--- src/hdl/lrup_pkg.sv ---
`timescale 1ns / 1ps

package lrup_pkg;

    // Width of the frames_in_use configuration register.
    localparam int CFG_W = 5;

    // Value of frames_in_use after reset.
    localparam logic [CFG_W-1:0] CFG_RESET_VAL = 5'd16;

    // Widths of the result fields.
    localparam int FRAME_IDX_W = 4;
    localparam int FAULT_CNT_W = 32;

    // Sequencer states of the replacement controller.
    typedef enum logic [2:0] {
        S_IDLE,
        S_SCAN,
        S_PICK,
        S_UPD,
        S_DONE
    } t_state;

endpackage

--- src/hdl/lrup_if.sv ---
`timescale 1ns / 1ps

// Request channel: one page reference per transfer.
interface lrup_req_if
    import lrup_pkg::*;
#(
    parameter int PAGE_BITS = 16
) ();
    logic                 valid;
    logic                 ready;
    logic [PAGE_BITS-1:0] page;
    logic                 first_of_sequence;

    modport source (output valid, output page, output first_of_sequence, input ready);
    modport sink   (input valid, input page, input first_of_sequence, output ready);
endinterface

// Response channel: one result per reference.
interface lrup_rsp_if
    import lrup_pkg::*;
();
    logic                   valid;
    logic                   ready;
    logic                   fault;
    logic [FRAME_IDX_W-1:0] frame_index;
    logic [FAULT_CNT_W-1:0] fault_count;

    modport source (output valid, output fault, output frame_index, output fault_count,
                    input ready);
    modport sink   (input valid, input fault, input frame_index, input fault_count,
                    output ready);
endinterface

--- src/hdl/lrup_frame_mem.sv ---
`timescale 1ns / 1ps

module lrup_frame_mem #(
    parameter int DEPTH  = 16,
    parameter int DATA_W = 20,
    localparam int AW    = $clog2(DEPTH)
) (
    input  logic              i_clk,
    input  logic              i_wr_en,
    input  logic [AW-1:0]     i_wr_addr,
    input  logic [DATA_W-1:0] i_wr_data,
    input  logic              i_rd_en,
    input  logic [AW-1:0]     i_rd_addr,
    output logic [DATA_W-1:0] o_rd_data
);

    logic [DATA_W-1:0] r_mem [DEPTH];
    logic [DATA_W-1:0] r_rd_data;

    // Write port.
    always_ff @(posedge i_clk) begin
        if (i_wr_en) begin
            r_mem[i_wr_addr] <= i_wr_data;
        end
    end

    // Read port with registered data.
    always_ff @(posedge i_clk) begin
        if (i_rd_en) begin
            r_rd_data <= r_mem[i_rd_addr];
        end
    end

    assign o_rd_data = r_rd_data;

endmodule

--- src/hdl/lrup_ctrl.sv ---
`timescale 1ns / 1ps

module lrup_ctrl
    import lrup_pkg::*;
#(
    parameter int FRAME_COUNT = 16,
    parameter int PAGE_BITS   = 16,
    localparam int IW         = $clog2(FRAME_COUNT),
    localparam int CNT_W      = $clog2(FRAME_COUNT + 1),
    localparam int MW         = PAGE_BITS + IW
) (
    input  logic             i_clk,
    input  logic             i_rst_n,
    input  logic [CNT_W-1:0] i_active,
    lrup_req_if.sink         i_req,
    lrup_rsp_if.source       o_rsp,
    output logic             o_mem_rd_en,
    output logic [IW-1:0]    o_mem_rd_addr,
    input  logic [MW-1:0]    i_mem_rd_data,
    output logic             o_mem_wr_en,
    output logic [IW-1:0]    o_mem_wr_addr,
    output logic [MW-1:0]    o_mem_wr_data
);

    t_state r_state;
    t_state n_state;

    logic [FRAME_COUNT-1:0] r_valid;
    logic [FAULT_CNT_W-1:0] r_fault_cnt;
    logic [PAGE_BITS-1:0]   r_page;

    // Pass counters: read issue index and index of the data returning.
    logic [CNT_W-1:0] r_rd_idx;
    logic             r_chk_vld;
    logic [IW-1:0]    r_chk_idx;

    // Scan results.
    logic          r_hit;
    logic [IW-1:0] r_hit_idx;
    logic [IW-1:0] r_hit_rank;
    logic          r_empty;
    logic [IW-1:0] r_empty_idx;
    logic [IW-1:0] r_worst_idx;
    logic [IW-1:0] r_worst_rank;

    // Chosen frame for the recency update.
    logic [IW-1:0] r_sel_idx;
    logic          r_sel_prev_valid;
    logic [IW-1:0] r_sel_rank;
    logic          r_fault;

    // Output register.
    logic                   r_out_vld;
    logic                   r_out_fault;
    logic [FRAME_IDX_W-1:0] r_out_idx;
    logic [FAULT_CNT_W-1:0] r_out_cnt;

    logic                 req_xfer;
    logic                 out_free;
    logic [CNT_W-1:0]     active_last;
    logic                 scan_last;
    logic                 upd_last;
    logic [PAGE_BITS-1:0] rd_page;
    logic [IW-1:0]        rd_rank;
    logic                 rd_frame_valid;
    logic                 pick_fault;
    logic [IW-1:0]        pick_idx;
    logic                 pick_prev_valid;
    logic [IW-1:0]        pick_rank;

    assign req_xfer       = i_req.valid && i_req.ready;
    assign out_free       = !r_out_vld || o_rsp.ready;
    assign active_last    = i_active - CNT_W'(1);
    assign scan_last      = r_chk_vld && (r_chk_idx == active_last[IW-1:0]);
    assign upd_last       = r_chk_vld && (r_chk_idx == IW'(FRAME_COUNT - 1));
    assign rd_page        = i_mem_rd_data[MW-1:IW];
    assign rd_rank        = i_mem_rd_data[IW-1:0];
    assign rd_frame_valid = r_valid[r_chk_idx];

    // Frame choice: hit frame, else first empty frame, else least recent.
    assign pick_fault      = !r_hit;
    assign pick_idx        = r_hit ? r_hit_idx : (r_empty ? r_empty_idx : r_worst_idx);
    assign pick_prev_valid = r_hit || !r_empty;
    assign pick_rank       = r_hit ? r_hit_rank : r_worst_rank;

    // Handshake outputs.
    assign i_req.ready       = (r_state == S_IDLE);
    assign o_rsp.valid       = r_out_vld;
    assign o_rsp.fault       = r_out_fault;
    assign o_rsp.frame_index = r_out_idx;
    assign o_rsp.fault_count = r_out_cnt;

    // Next state and frame table accesses.
    always_comb begin
        n_state       = r_state;
        o_mem_rd_en   = 1'b0;
        o_mem_rd_addr = r_rd_idx[IW-1:0];
        o_mem_wr_en   = 1'b0;
        o_mem_wr_addr = r_chk_idx;
        o_mem_wr_data = {rd_page, rd_rank + IW'(1)};
        case (r_state)
            S_IDLE: begin
                if (req_xfer) begin
                    n_state = S_SCAN;
                end
            end
            S_SCAN: begin
                o_mem_rd_en = (r_rd_idx < i_active);
                if (scan_last) begin
                    n_state = S_PICK;
                end
            end
            S_PICK: begin
                n_state = S_UPD;
            end
            S_UPD: begin
                o_mem_rd_en = (r_rd_idx < CNT_W'(FRAME_COUNT));
                if (r_chk_vld) begin
                    if (r_chk_idx == r_sel_idx) begin
                        o_mem_wr_en   = 1'b1;
                        o_mem_wr_data = {r_page, IW'(0)};
                    end else if (rd_frame_valid &&
                                 (!r_sel_prev_valid || (rd_rank < r_sel_rank))) begin
                        o_mem_wr_en = 1'b1;
                    end
                end
                if (upd_last) begin
                    n_state = S_DONE;
                end
            end
            S_DONE: begin
                if (out_free) begin
                    n_state = S_IDLE;
                end
            end
            default: begin
                n_state = S_IDLE;
            end
        endcase
    end

    // State register.
    always_ff @(posedge i_clk) begin
        if (!i_rst_n) begin
            r_state <= S_IDLE;
        end else begin
            r_state <= n_state;
        end
    end

    // Pass counters for the scan and update sweeps.
    always_ff @(posedge i_clk) begin
        if (!i_rst_n) begin
            r_chk_vld <= 1'b0;
            r_rd_idx  <= '0;
        end else if (req_xfer || (r_state == S_PICK)) begin
            r_chk_vld <= 1'b0;
            r_rd_idx  <= '0;
        end else if ((r_state == S_SCAN) || (r_state == S_UPD)) begin
            r_chk_vld <= o_mem_rd_en;
            r_chk_idx <= r_rd_idx[IW-1:0];
            if (o_mem_rd_en) begin
                r_rd_idx <= r_rd_idx + CNT_W'(1);
            end
        end
    end

    // Associative match, first empty frame and least recent frame.
    always_ff @(posedge i_clk) begin
        if (req_xfer) begin
            r_page  <= i_req.page;
            r_hit   <= 1'b0;
            r_empty <= 1'b0;
        end else if ((r_state == S_SCAN) && r_chk_vld) begin
            if (rd_frame_valid && (rd_page == r_page) && !r_hit) begin
                r_hit      <= 1'b1;
                r_hit_idx  <= r_chk_idx;
                r_hit_rank <= rd_rank;
            end
            if (!rd_frame_valid && !r_empty) begin
                r_empty     <= 1'b1;
                r_empty_idx <= r_chk_idx;
            end
            if ((r_chk_idx == IW'(0)) || (rd_rank > r_worst_rank)) begin
                r_worst_idx  <= r_chk_idx;
                r_worst_rank <= rd_rank;
            end
        end
    end

    // Latch the chosen frame for the recency sweep.
    always_ff @(posedge i_clk) begin
        if (r_state == S_PICK) begin
            r_sel_idx        <= pick_idx;
            r_sel_prev_valid <= pick_prev_valid;
            r_sel_rank       <= pick_rank;
            r_fault          <= pick_fault;
        end
    end

    // Valid bits and fault count; a new sequence clears both.
    always_ff @(posedge i_clk) begin
        if (!i_rst_n) begin
            r_valid     <= '0;
            r_fault_cnt <= '0;
        end else if (req_xfer && i_req.first_of_sequence) begin
            r_valid     <= '0;
            r_fault_cnt <= '0;
        end else if (r_state == S_PICK) begin
            r_valid[pick_idx] <= 1'b1;
            if (pick_fault && !(&r_fault_cnt)) begin
                r_fault_cnt <= r_fault_cnt + FAULT_CNT_W'(1);
            end
        end
    end

    // Output register holds the result until its transfer.
    always_ff @(posedge i_clk) begin
        if (!i_rst_n) begin
            r_out_vld <= 1'b0;
        end else if ((r_state == S_DONE) && out_free) begin
            r_out_vld   <= 1'b1;
            r_out_fault <= r_fault;
            r_out_idx   <= FRAME_IDX_W'(r_sel_idx);
            r_out_cnt   <= r_fault_cnt;
        end else if (o_rsp.ready) begin
            r_out_vld <= 1'b0;
        end
    end

    // The frame table is written only during the recency sweep.
    a_wr_only_in_upd: assert property (@(posedge i_clk) disable iff (!i_rst_n)
        o_mem_wr_en |-> (r_state == S_UPD))
        else $error("frame table written outside the update sweep");

    // The chosen frame is valid for the whole recency sweep.
    a_sel_valid: assert property (@(posedge i_clk) disable iff (!i_rst_n)
        (r_state == S_UPD) |-> r_valid[r_sel_idx])
        else $error("chosen frame not marked valid");

    // A hit leaves the fault count unchanged.
    a_hit_no_count: assert property (@(posedge i_clk) disable iff (!i_rst_n)
        (r_state == S_PICK && !pick_fault) |=> (r_fault_cnt == $past(r_fault_cnt)))
        else $error("fault count changed on a hit");

    // While a reference is in work the fault count never drops.
    a_cnt_monotonic: assert property (@(posedge i_clk) disable iff (!i_rst_n)
        (r_state != S_IDLE) |=> (r_fault_cnt >= $past(r_fault_cnt)))
        else $error("fault count dropped inside a reference");

endmodule

--- src/hdl/lru_page_replacement.sv ---
`timescale 1ns / 1ps

// LRU page replacement over FRAME_COUNT fully associative page frames. Each request
// transfer carries one page reference and returns one result: hit or fault, the frame
// used and the saturating fault count of the current sequence; first_of_sequence empties
// all frames and zeroes the count before the reference. The frame table (page and exact
// recency rank per frame) sits in a one-read, one-write memory with a registered read, and
// frame valid bits sit in flip-flops, so no clearing pass follows reset. A reference is
// handled one at a time in steps, where active is frames_in_use clamped to 1..FRAME_COUNT:
// one sweep of the memory read port over the active frames for the match and the
// replacement choice, a pick state to choose the frame, and one sweep over all frames to
// rewrite the recency ranks. The next request is taken while a finished result still
// waits in the output register. The user must write frames_in_use through i_cfg_we /
// i_cfg_wdata only while the block is idle; the block itself does not enforce this.
module lru_page_replacement
    import lrup_pkg::*;
#(
    parameter int FRAME_COUNT = 16,
    parameter int PAGE_BITS   = 16
) (
    input  logic             i_clk,
    input  logic             i_rst_n,
    input  logic             i_cfg_we,
    input  logic [CFG_W-1:0] i_cfg_wdata,
    lrup_req_if.sink         i_req,
    lrup_rsp_if.source       o_rsp
);

    localparam int IW    = $clog2(FRAME_COUNT);
    localparam int CNT_W = $clog2(FRAME_COUNT + 1);
    localparam int MW    = PAGE_BITS + IW;
    localparam int CMP_W = (CNT_W > CFG_W) ? CNT_W : CFG_W;

    logic [CFG_W-1:0] r_frames_in_use;
    logic [CMP_W-1:0] cfg_ext;
    logic [CNT_W-1:0] active;

    logic          mem_rd_en;
    logic [IW-1:0] mem_rd_addr;
    logic [MW-1:0] mem_rd_data;
    logic          mem_wr_en;
    logic [IW-1:0] mem_wr_addr;
    logic [MW-1:0] mem_wr_data;

    // Configuration register.
    always_ff @(posedge i_clk) begin
        if (!i_rst_n) begin
            r_frames_in_use <= CFG_RESET_VAL;
        end else if (i_cfg_we) begin
            r_frames_in_use <= i_cfg_wdata;
        end
    end

    // Active frame count: zero acts as one, values above the frame count are clamped.
    assign cfg_ext = CMP_W'(r_frames_in_use);

    always_comb begin
        if (cfg_ext == '0) begin
            active = CNT_W'(1);
        end else if (cfg_ext > CMP_W'(FRAME_COUNT)) begin
            active = CNT_W'(FRAME_COUNT);
        end else begin
            active = cfg_ext[CNT_W-1:0];
        end
    end

    lrup_ctrl #(
        .FRAME_COUNT (FRAME_COUNT),
        .PAGE_BITS   (PAGE_BITS)
    ) u_ctrl (
        .i_clk         (i_clk),
        .i_rst_n       (i_rst_n),
        .i_active      (active),
        .i_req         (i_req),
        .o_rsp         (o_rsp),
        .o_mem_rd_en   (mem_rd_en),
        .o_mem_rd_addr (mem_rd_addr),
        .i_mem_rd_data (mem_rd_data),
        .o_mem_wr_en   (mem_wr_en),
        .o_mem_wr_addr (mem_wr_addr),
        .o_mem_wr_data (mem_wr_data)
    );

    lrup_frame_mem #(
        .DEPTH  (FRAME_COUNT),
        .DATA_W (MW)
    ) u_frame_mem (
        .i_clk     (i_clk),
        .i_wr_en   (mem_wr_en),
        .i_wr_addr (mem_wr_addr),
        .i_wr_data (mem_wr_data),
        .i_rd_en   (mem_rd_en),
        .i_rd_addr (mem_rd_addr),
        .o_rd_data (mem_rd_data)
    );

endmodule

--- src/flat_wrapper.sv ---
// flat-port wrapper written by rule: the top's interface ports become plain ports
module lru_page_replacement_flat import lrup_pkg::*;
#(
    parameter int FRAME_COUNT = 16,
    parameter int PAGE_BITS   = 16
)
  (i_clk, i_rst_n, i_cfg_we, i_cfg_wdata, i_req_valid, i_req_page, i_req_first_of_sequence, i_req_ready, o_rsp_valid, o_rsp_fault, o_rsp_frame_index, o_rsp_fault_count, o_rsp_ready);
  lrup_req_if #(.PAGE_BITS(PAGE_BITS)) i_req_i ();
  lrup_rsp_if o_rsp_i ();
  input  logic i_clk;
  input  logic i_rst_n;
  input  logic i_cfg_we;
  input  logic [CFG_W-1:0] i_cfg_wdata;
  input wire logic [$bits(i_req_i.valid)-1:0] i_req_valid;
  input wire logic [$bits(i_req_i.page)-1:0] i_req_page;
  input wire logic [$bits(i_req_i.first_of_sequence)-1:0] i_req_first_of_sequence;
  output wire logic [$bits(i_req_i.ready)-1:0] i_req_ready;
  output wire logic [$bits(o_rsp_i.valid)-1:0] o_rsp_valid;
  output wire logic [$bits(o_rsp_i.fault)-1:0] o_rsp_fault;
  output wire logic [$bits(o_rsp_i.frame_index)-1:0] o_rsp_frame_index;
  output wire logic [$bits(o_rsp_i.fault_count)-1:0] o_rsp_fault_count;
  input wire logic [$bits(o_rsp_i.ready)-1:0] o_rsp_ready;
  assign i_req_i.valid = i_req_valid;
  assign i_req_i.page = i_req_page;
  assign i_req_i.first_of_sequence = i_req_first_of_sequence;
  assign i_req_ready = i_req_i.ready;
  assign o_rsp_valid = o_rsp_i.valid;
  assign o_rsp_fault = o_rsp_i.fault;
  assign o_rsp_frame_index = o_rsp_i.frame_index;
  assign o_rsp_fault_count = o_rsp_i.fault_count;
  assign o_rsp_i.ready = o_rsp_ready;
  lru_page_replacement #(.FRAME_COUNT(FRAME_COUNT), .PAGE_BITS(PAGE_BITS)) u_core (.i_clk(i_clk), .i_rst_n(i_rst_n), .i_cfg_we(i_cfg_we), .i_cfg_wdata(i_cfg_wdata), .i_req(i_req_i), .o_rsp(o_rsp_i));
endmodule
--- config.mk ---
export PLATFORM = sky130hd
export DESIGN_NAME = lru_page_replacement_flat
export DESIGN_NICKNAME = d
export VERILOG_FILES = /design/src/hdl/lrup_pkg.sv /design/src/hdl/lrup_if.sv /design/src/hdl/lrup_frame_mem.sv /design/src/hdl/lrup_ctrl.sv /design/src/hdl/lru_page_replacement.sv /design/src/flat_wrapper.sv
export SDC_FILE = /design/constraint.sdc
export NUM_CORES = 1
export LEC_CHECK = 0
export BUFFER_PORTS_ARGS = -buffer_cell sky130_fd_sc_hd__buf_2
export CAP_MARGIN = 40
export CORE_ASPECT_RATIO = 1.4
export CORE_UTILIZATION = 56
export CTS_CLUSTER_DIAMETER = 40
export DETAILED_ROUTE_END_ITERATION = 12
export PLACE_DENSITY_LB_ADDON = 0.15
export SYNTH_ARGS = -nofsm -noshare
export SYNTH_HDL_FRONTEND = slang
export SYNTH_SLANG_ARGS = --single-unit
export TNS_END_PERCENT = 5
--- constraint.sdc ---
create_clock -name i_clk -period 3.3 [get_ports i_clk]
set_clock_uncertainty 0.1 [all_clocks]
set_input_delay 0.66 -clock i_clk [delete_from_list [all_inputs] [get_ports i_clk]]
set_output_delay 0.66 -clock i_clk [all_outputs]
set_load 0.02 [all_outputs]
Word level (Yosys, flattened, before mapping)
Memories as Yosys holds them, arrays and structs flattened. A register that Yosys moved wholly into a read port is not among the register bits.
Index checks and enable logic that the tools add are counted.
{ "word_totals": {"ff_bits": 152, "ramBits": 320, "in_bits": 27, "out_inout_bits": 39, "elab_cells": 119, "memories": 1} }
{ "memory_table": {"columns": ["memory", "words", "word_bits", "rd", "rd_ports_with_merged_regs", "wr", "line", "text"], "rows": [
  ["u_core.u_frame_mem.r_mem", 16, 20, 1, 1, 1, "lrup_frame_mem.sv:17", "logic [DATA_W-1:0] r_mem [DEPTH];"]
]} }
{ "classes": {"n_addsub": 4, "n_lt_le_gt_ge": 8, "n_eq_ne": 12, "n_mux": 26, "bitwise": 4, "n_reduce_logical": 41} }
{ "op_table": {"columns": ["operator", "count"], "rows": [
  ["$mux 20", 3],
  ["$add 32x1->32 const B", 1],
  ["$reduce_and 32->1", 1],
  ["$eq 16x16->1", 1],
  ["$or 16x16->16", 1],
  ["$pmux 3 s5", 1],
  ["$logic_and 1x1->1", 12],
  ["$mux 3", 4],
  ["$mux 4", 3],
  ["$reduce_and 3->1", 4],
  ["$lt 4x5->1 const B", 2],
  ["$mux 1", 10],
  ["$mux 5", 2],
  ["$reduce_and 2->1", 5],
  ["$eq 4x4->1", 2],
  ["$eq 3x2->1 const B", 2],
  ["$logic_not 1->1", 6],
  ["$logic_or 1x1->1", 6],
  ["$ne 2x2->1 const B", 3],
  ["$add 5x1->5 const B", 1],
  ["$gt 5x5->1 const B", 1],
  ["$logic_not 5->1", 1],
  ["$lt 5x5->1", 1],
  ["$lt 5x5->1 const B", 1],
  ["other kinds (18)", 21]
]} }

Logic depth before layout (Yosys ltp)
{ "depth": {"word_depth": 9, "mapped_depth": 9, "ltp_nobuf": 9} }

Modules after synthesis
A second synthesis with hierarchy kept.
{ "hier_totals": {"cells_unflattened": 1088, "area_unflattened_um2": 19269.7} }
{ "modules_own_cells": {"columns": ["mod", "n_inst", "cells_per_inst", "area_each_um2", "seq_area_each_um2"], "rows": [
  ["lrup_frame_mem", 1, 533, 12731.0, 10209.8],
  ["lrup_ctrl", 1, 532, 6317.3, 3813.7],
  ["lru_page_replacement", 1, 23, 221.5, 100.1]
]} }

Worst setup path after synthesis
Ideal clock, no wire load.
{ "synth_timing": {"path_type": "flip-flop to flip-flop", "from": "reg u_core.u_ctrl.r_chk_idx[0] (netlist: u_core.u_ctrl.o_mem_wr_addr[0])", "to": "mem u_core.u_frame_mem.r_mem[15][0] (enable)", "setup_time_ns": 0.428, "arrival_ns": 2.994, "t_required_ns": 2.772, "slack_ns": -0.222, "path_stages_with_launch": 7, "path_buffers": 2, "period_less_slack_ns": 3.522, "cell_sequence": "edfxtp_1 buf_2 xor2_1 nor3_1 nand3_1 clkbuf_1 a21boi_0"} }
{ "synth_between": {"elab_chain_cells": 9, "word_cells_on_any_way": 10, "classes_between": "eq/ne: 1; mux: 8; reduce/logical: 1"} }
{ "synth_rtl": {"columns": ["element", "line", "text"], "rows": [
  ["start: declaration", "lrup_ctrl.sv:35", "logic [IW-1:0] r_chk_idx;"],
  ["start signal: assignment", "lrup_ctrl.sv:161", "r_chk_idx <= r_rd_idx[IW-1:0];"],
  ["$bmux 1 s4", "lrup_ctrl.sv:78", "assign rd_frame_valid = r_valid[r_chk_idx];"],
  ["$mux 1 (not written as such)", "lrup_ctrl.sv:78", null],
  ["$logic_and 1x1->1", "lrup_ctrl.sv:122", "end else if (rd_frame_valid &&"],
  ["$mux 1", "lrup_ctrl.sv:122", null],
  ["$mux 1", "lrup_ctrl.sv:119", "if (r_chk_idx == r_sel_idx) begin"],
  ["$mux 1", "lrup_ctrl.sv:118", "if (r_chk_vld) begin"],
  ["$mux 1", "lrup_ctrl.sv:101", "case (r_state)"],
  ["$mux 1", "lrup_frame_mem.sv:22", "if (i_wr_en) begin"],
  ["$mux 1 (not written as such)", "lrup_frame_mem.sv:23", "r_mem[i_wr_addr] <= i_wr_data;"],
  ["end: declaration", "lrup_frame_mem.sv:17", null]
]} }
Parallel ways exist; a longest one is shown, timed or not. The select of a mux whose other input is x is not followed.

Worst setup path after layout
{ "layout_timing": {"from": "reg u_core.u_ctrl.r_state[0]", "to": "mem u_core.u_frame_mem.r_mem[6][15] (enable)"} }
{ "layout_between": {"elab_chain_cells": 4} }
{ "layout_rtl": {"columns": ["element", "line", "text"], "rows": [
  ["start: declaration", "lrup_ctrl.sv:25", "t_state r_state;"],
  ["start signal: assignment", "lrup_ctrl.sv:147", "r_state <= n_state;"],
  ["$eq 3x2->1", "lrup_ctrl.sv:101", null],
  ["$mux 1", "lrup_ctrl.sv:101", null],
  ["$mux 1", "lrup_frame_mem.sv:22", null],
  ["$mux 1 (not written as such)", "lrup_frame_mem.sv:23", null]
]} }
Every way passes these cells.

==> impl_metrics.yaml <==
clock_tree:
  cts-buffers-inserted: 47
  cts-root-buf: "clkbuf_16"
  worstSkewPairLatency_ns: 0.56
  cts_tree: "built"
  clock_tree.buffer_depth: 3
  clk_pin_slew_ns: 0.06
  htreeDepth: 2
  post_cts.repair.setup_buffers: 0
  cts_repair_resize_count: 0
  cts_hold_buf: 0
  cts.sink_count: 492
yosys:
  synth.avg_cell_area_um2: 17.8
  synth_sequential_area_ratio: 0.726
  flops_latches_synth: 492
  ys_top_cells_by_count: "427 x edfxtp_1, 104 x mux4_2, 65 x dfxtp_1"
  syn-cell-area_um2: 19500
  netlist_top_cells_area: "edfxtp_1 66%, mux4_2 12%, dfxtp_1 6.7%"
  post-synth-top-area-cell: "edfxtp_1"
  postSynth.asyncResetShare: 0
  yosys_most_used_dff: "edfxtp_1"
  synthCells: 1091
  synthMostInstantiatedCell: "edfxtp_1"
  synth.yosys.warnings: 0
  synth_edf_count: 427
  synthDominantCellAreaShare: 0.659
  synth.net_count: 1133
  synthDistinctLibCells: 50
sta:
  finalHoldWorstSlack_ns: 0.174
  fmaxAchievable_mhz: 354
  timing.final.max_slew_violations: 0
  setup-tns-final_ns: 0
  tightest_pin_transition_ns: 0.860
  rsz0062_at_grt: "false"
  finalHoldViolations: 0
  timing.slew.headroom: 0.425
  finalCritPeriodShare: 0.856
  post-route-min-period_ns: 2.82
  setup_viol: 0
detailed_routing:
  drc: 0
  routed-via-count: 10089
  detail_route.vias_per_cell: 5.97
  routed_wl_mm: 39.1
  drt.antenna.violating_nets: 0
  drt-initial-drc-count: 765
  drt_pre_antenna_iters: 5
  drt-wirelength-per-cell_um: 23.1
setup_path:
  required_ns: 3.38
  cp_slowest_cell: "a21oi_4"
  worst-path-buf-inv: 1
  cell_chain_of_the_critical_path: "nor2b_1 -> nand3_1 -> nor3_1 -> nand3_2 -> buf_12 -> a21oi_4"
  rrSetupSlack_ns: 0.48
  worstSetupEndpointType: "register"
  arrival_ns: 2.90
  timing.critical_path.slowest_cell_delay_ns: 0.71
  critical_path_class: "register to register"
  crit_fanout: 30
  cpLargestDelayFamily: "simple AND/OR/NAND/NOR gates"
  startpoint_type: "register"
finish:
  num_antenna_cells: 0
  area_growth_syn_to_layout_pct: 14.4
  num-fill-cells: 2318
  multiInputGateArea_um2: 5170
  layout_cells_sized_above_1: 0.272
  final_nets: 1249
  layout.cells.non_filler: 1691
  register_area_um2: 14100
pwr:
  power-per-cell-area_nw_per_um2: 564
  power_w: 0.0126
  pwr-share-clk: 0.417
  total_switching_power_w: 0.00254
  p_int_w: 0.0100
  worst_vdd_rail_ir_drop_v: 0.000439
  power.leakage_nw: 7.10
  comb_power_frac: 0.038
  power_switching_share: 0.202
  power.sequential.fraction: 0.545
floorplanning:
  core_area_um2: 34100
  die_height_um: 223
  core.rowCount: 80
  io_pins: 66
  die_width_um: 160
  initial_core_util: 0.570
  fp.dieArea_um2: 35500
place:
  place.detailed.instances: 1609
  numPortBuffers: 65
  final_estimated_routing_congestion_in_global_placement: 0.773
  hpwl_reported_at_the_end_of_detailed_placement_mm: 25.6
global_routing:
  grt_resource_usage_total: 0.227
  maximum_number_of_pins_on_one_net_before_global_route_repair: 85
  antenna_violations_before_repair: 1
  via_count_of_the_first_global_routing_pass: 10135
  grt_first_pass_wirelength_mm: 59.9
  globalRoute.totalOverflow: 0
outcome:
  run_status: "finished, final reports clean"
worst_hold_path:
  hold_path.class: "input pin to register"
flow_run:
  number_of_max_cap_violations: 0
worst register-to-register path, stage by stage, from the launching register on:
cell	delay [ns]
dfxtp_1	0.47
nor2b_1	0.20
nand3_1	0.15
nor3_1	0.30
nand3_2	0.24
buf_12	0.27
a21oi_4	0.71
layout make-up:
class                   count  area share
clock buffers              61      0.0565
clock inverters            21      0.0103
inverters                  22     0.00371
multi-input cells         530       0.232
flip-flops and latches    492       0.635
well taps                 451      0.0253
repair buffers            114      0.0370
cell families (layout without fill, tap and decap cells):
family | after synthesis | count (layout) | share of synthesized area
DFF | 492 | 492 | 0.726
buffers and inverters | 69 | 218 | 0.0148
muxes | 133 | 133 | 0.136
and+or+nand+nor | 219 | 219 | 0.0602
AOI/OAI and AO/OA | 135 | 135 | 0.0409
xor gates and xnor gates | 28 | 28 | 0.0126
adders and majority gates | 15 | 15 | 0.00964
power by group through the flow:
stage	logic, W	clock network, W	registers, W
after global routing	0.000512	0.00555	0.00684
final	0.000474	0.00524	0.00684
after floorplan	0.000317	0	0.00696
after global placement	0.000474	0	0.00697
after detailed placement	0.000480	0	0.00698
after CTS	0.000483	0.00533	0.00684
flip-flops by register name (all words and copies together) (netlist names), 3 cells and up:
name	cells
u_core.u_ctrl.r_rd_idx	5
u_core.cfg_ext	5
u_core.u_ctrl.r_fault_cnt	32
u_core.u_ctrl.o_mem_wr_addr	4
u_core.u_ctrl.r_hit_idx	4
u_core.u_ctrl.r_state	3
u_core.u_ctrl.r_empty_idx	4
u_core.u_ctrl.o_rsp.fault_count	32
u_core.u_ctrl.r_sel_idx	4
u_core.u_ctrl.r_sel_rank	4
u_core.u_ctrl.r_valid	16
u_core.u_ctrl.r_hit_rank	4
u_core.u_frame_mem.o_rd_data	20
u_core.u_ctrl.o_rsp.frame_index	4
u_core.u_ctrl.r_page	16
u_core.u_ctrl.r_worst_rank	4
u_core.u_ctrl.r_worst_idx	4
u_core.u_frame_mem.r_mem	320
layer usage:
layer / part of all wire / wire (um) / vias up / track usage
li1: - / - / 4597 / -
met1: 0.42 / 16400 / 5154 / 0.304
met2: 0.51 / 20000 / 269 / 0.390
met3: 0.046 / 1810 / 67 / 0.0319
met4: 0.023 / 879 / 2 / 0.0642
met5: 0.00033 / 13 / - / 0
worst paths after layout:
kind,start,depth (start not counted),to
worst max register to register,u_core.u_ctrl.r_state[0]$_SDFFE_PN0P_,6,u_core.u_frame_mem.r_mem[6][15]$_DFFE_PP_
worst min-delay path,i_req_page[5],1,u_core.u_ctrl.r_page[5]$_DFFE_PP_
worst max-delay path,u_core.u_ctrl.r_state[0]$_SDFFE_PN0P_,6,u_core.u_frame_mem.r_mem[6][15]$_DFFE_PP_
worst min register to register,u_core.u_ctrl.r_fault$_DFFE_PP_,0,u_core.u_ctrl.o_rsp.fault$_DFFE_PP_
layout by cell type, fill, tap and decap left out, types with 18 or more instances in the layout:
master / instances
buf_4: 37
nor2_1: 32
mux2_2: 18
o21ai_0: 34
buf_2: 65
a21oi_1: 41
nand2_1: 54
mux4_2: 104
nand3_1: 24
dfxtp_1: 62
edfxtp_1: 427
inv_1: 22
or3_1: 23
clkbuf_16: 47
xnor2_1: 21
stage by stage:
| step | area, um^2 | setup WS, ns | util |
|---|---|---|---|
| after global placement | 20700 | 0.325 | 0.607 |
| after floorplan | 19500 | 0.0749 | - |
| after detailed placement | 20800 | 0.418 | 0.609 |
| final | 22300 | 0.477 | 0.652 |
| after CTS | 22300 | 0.420 | 0.652 |
| after global routing | 22300 | 0.278 | 0.652 |
(Power assumes the default switching activity.)
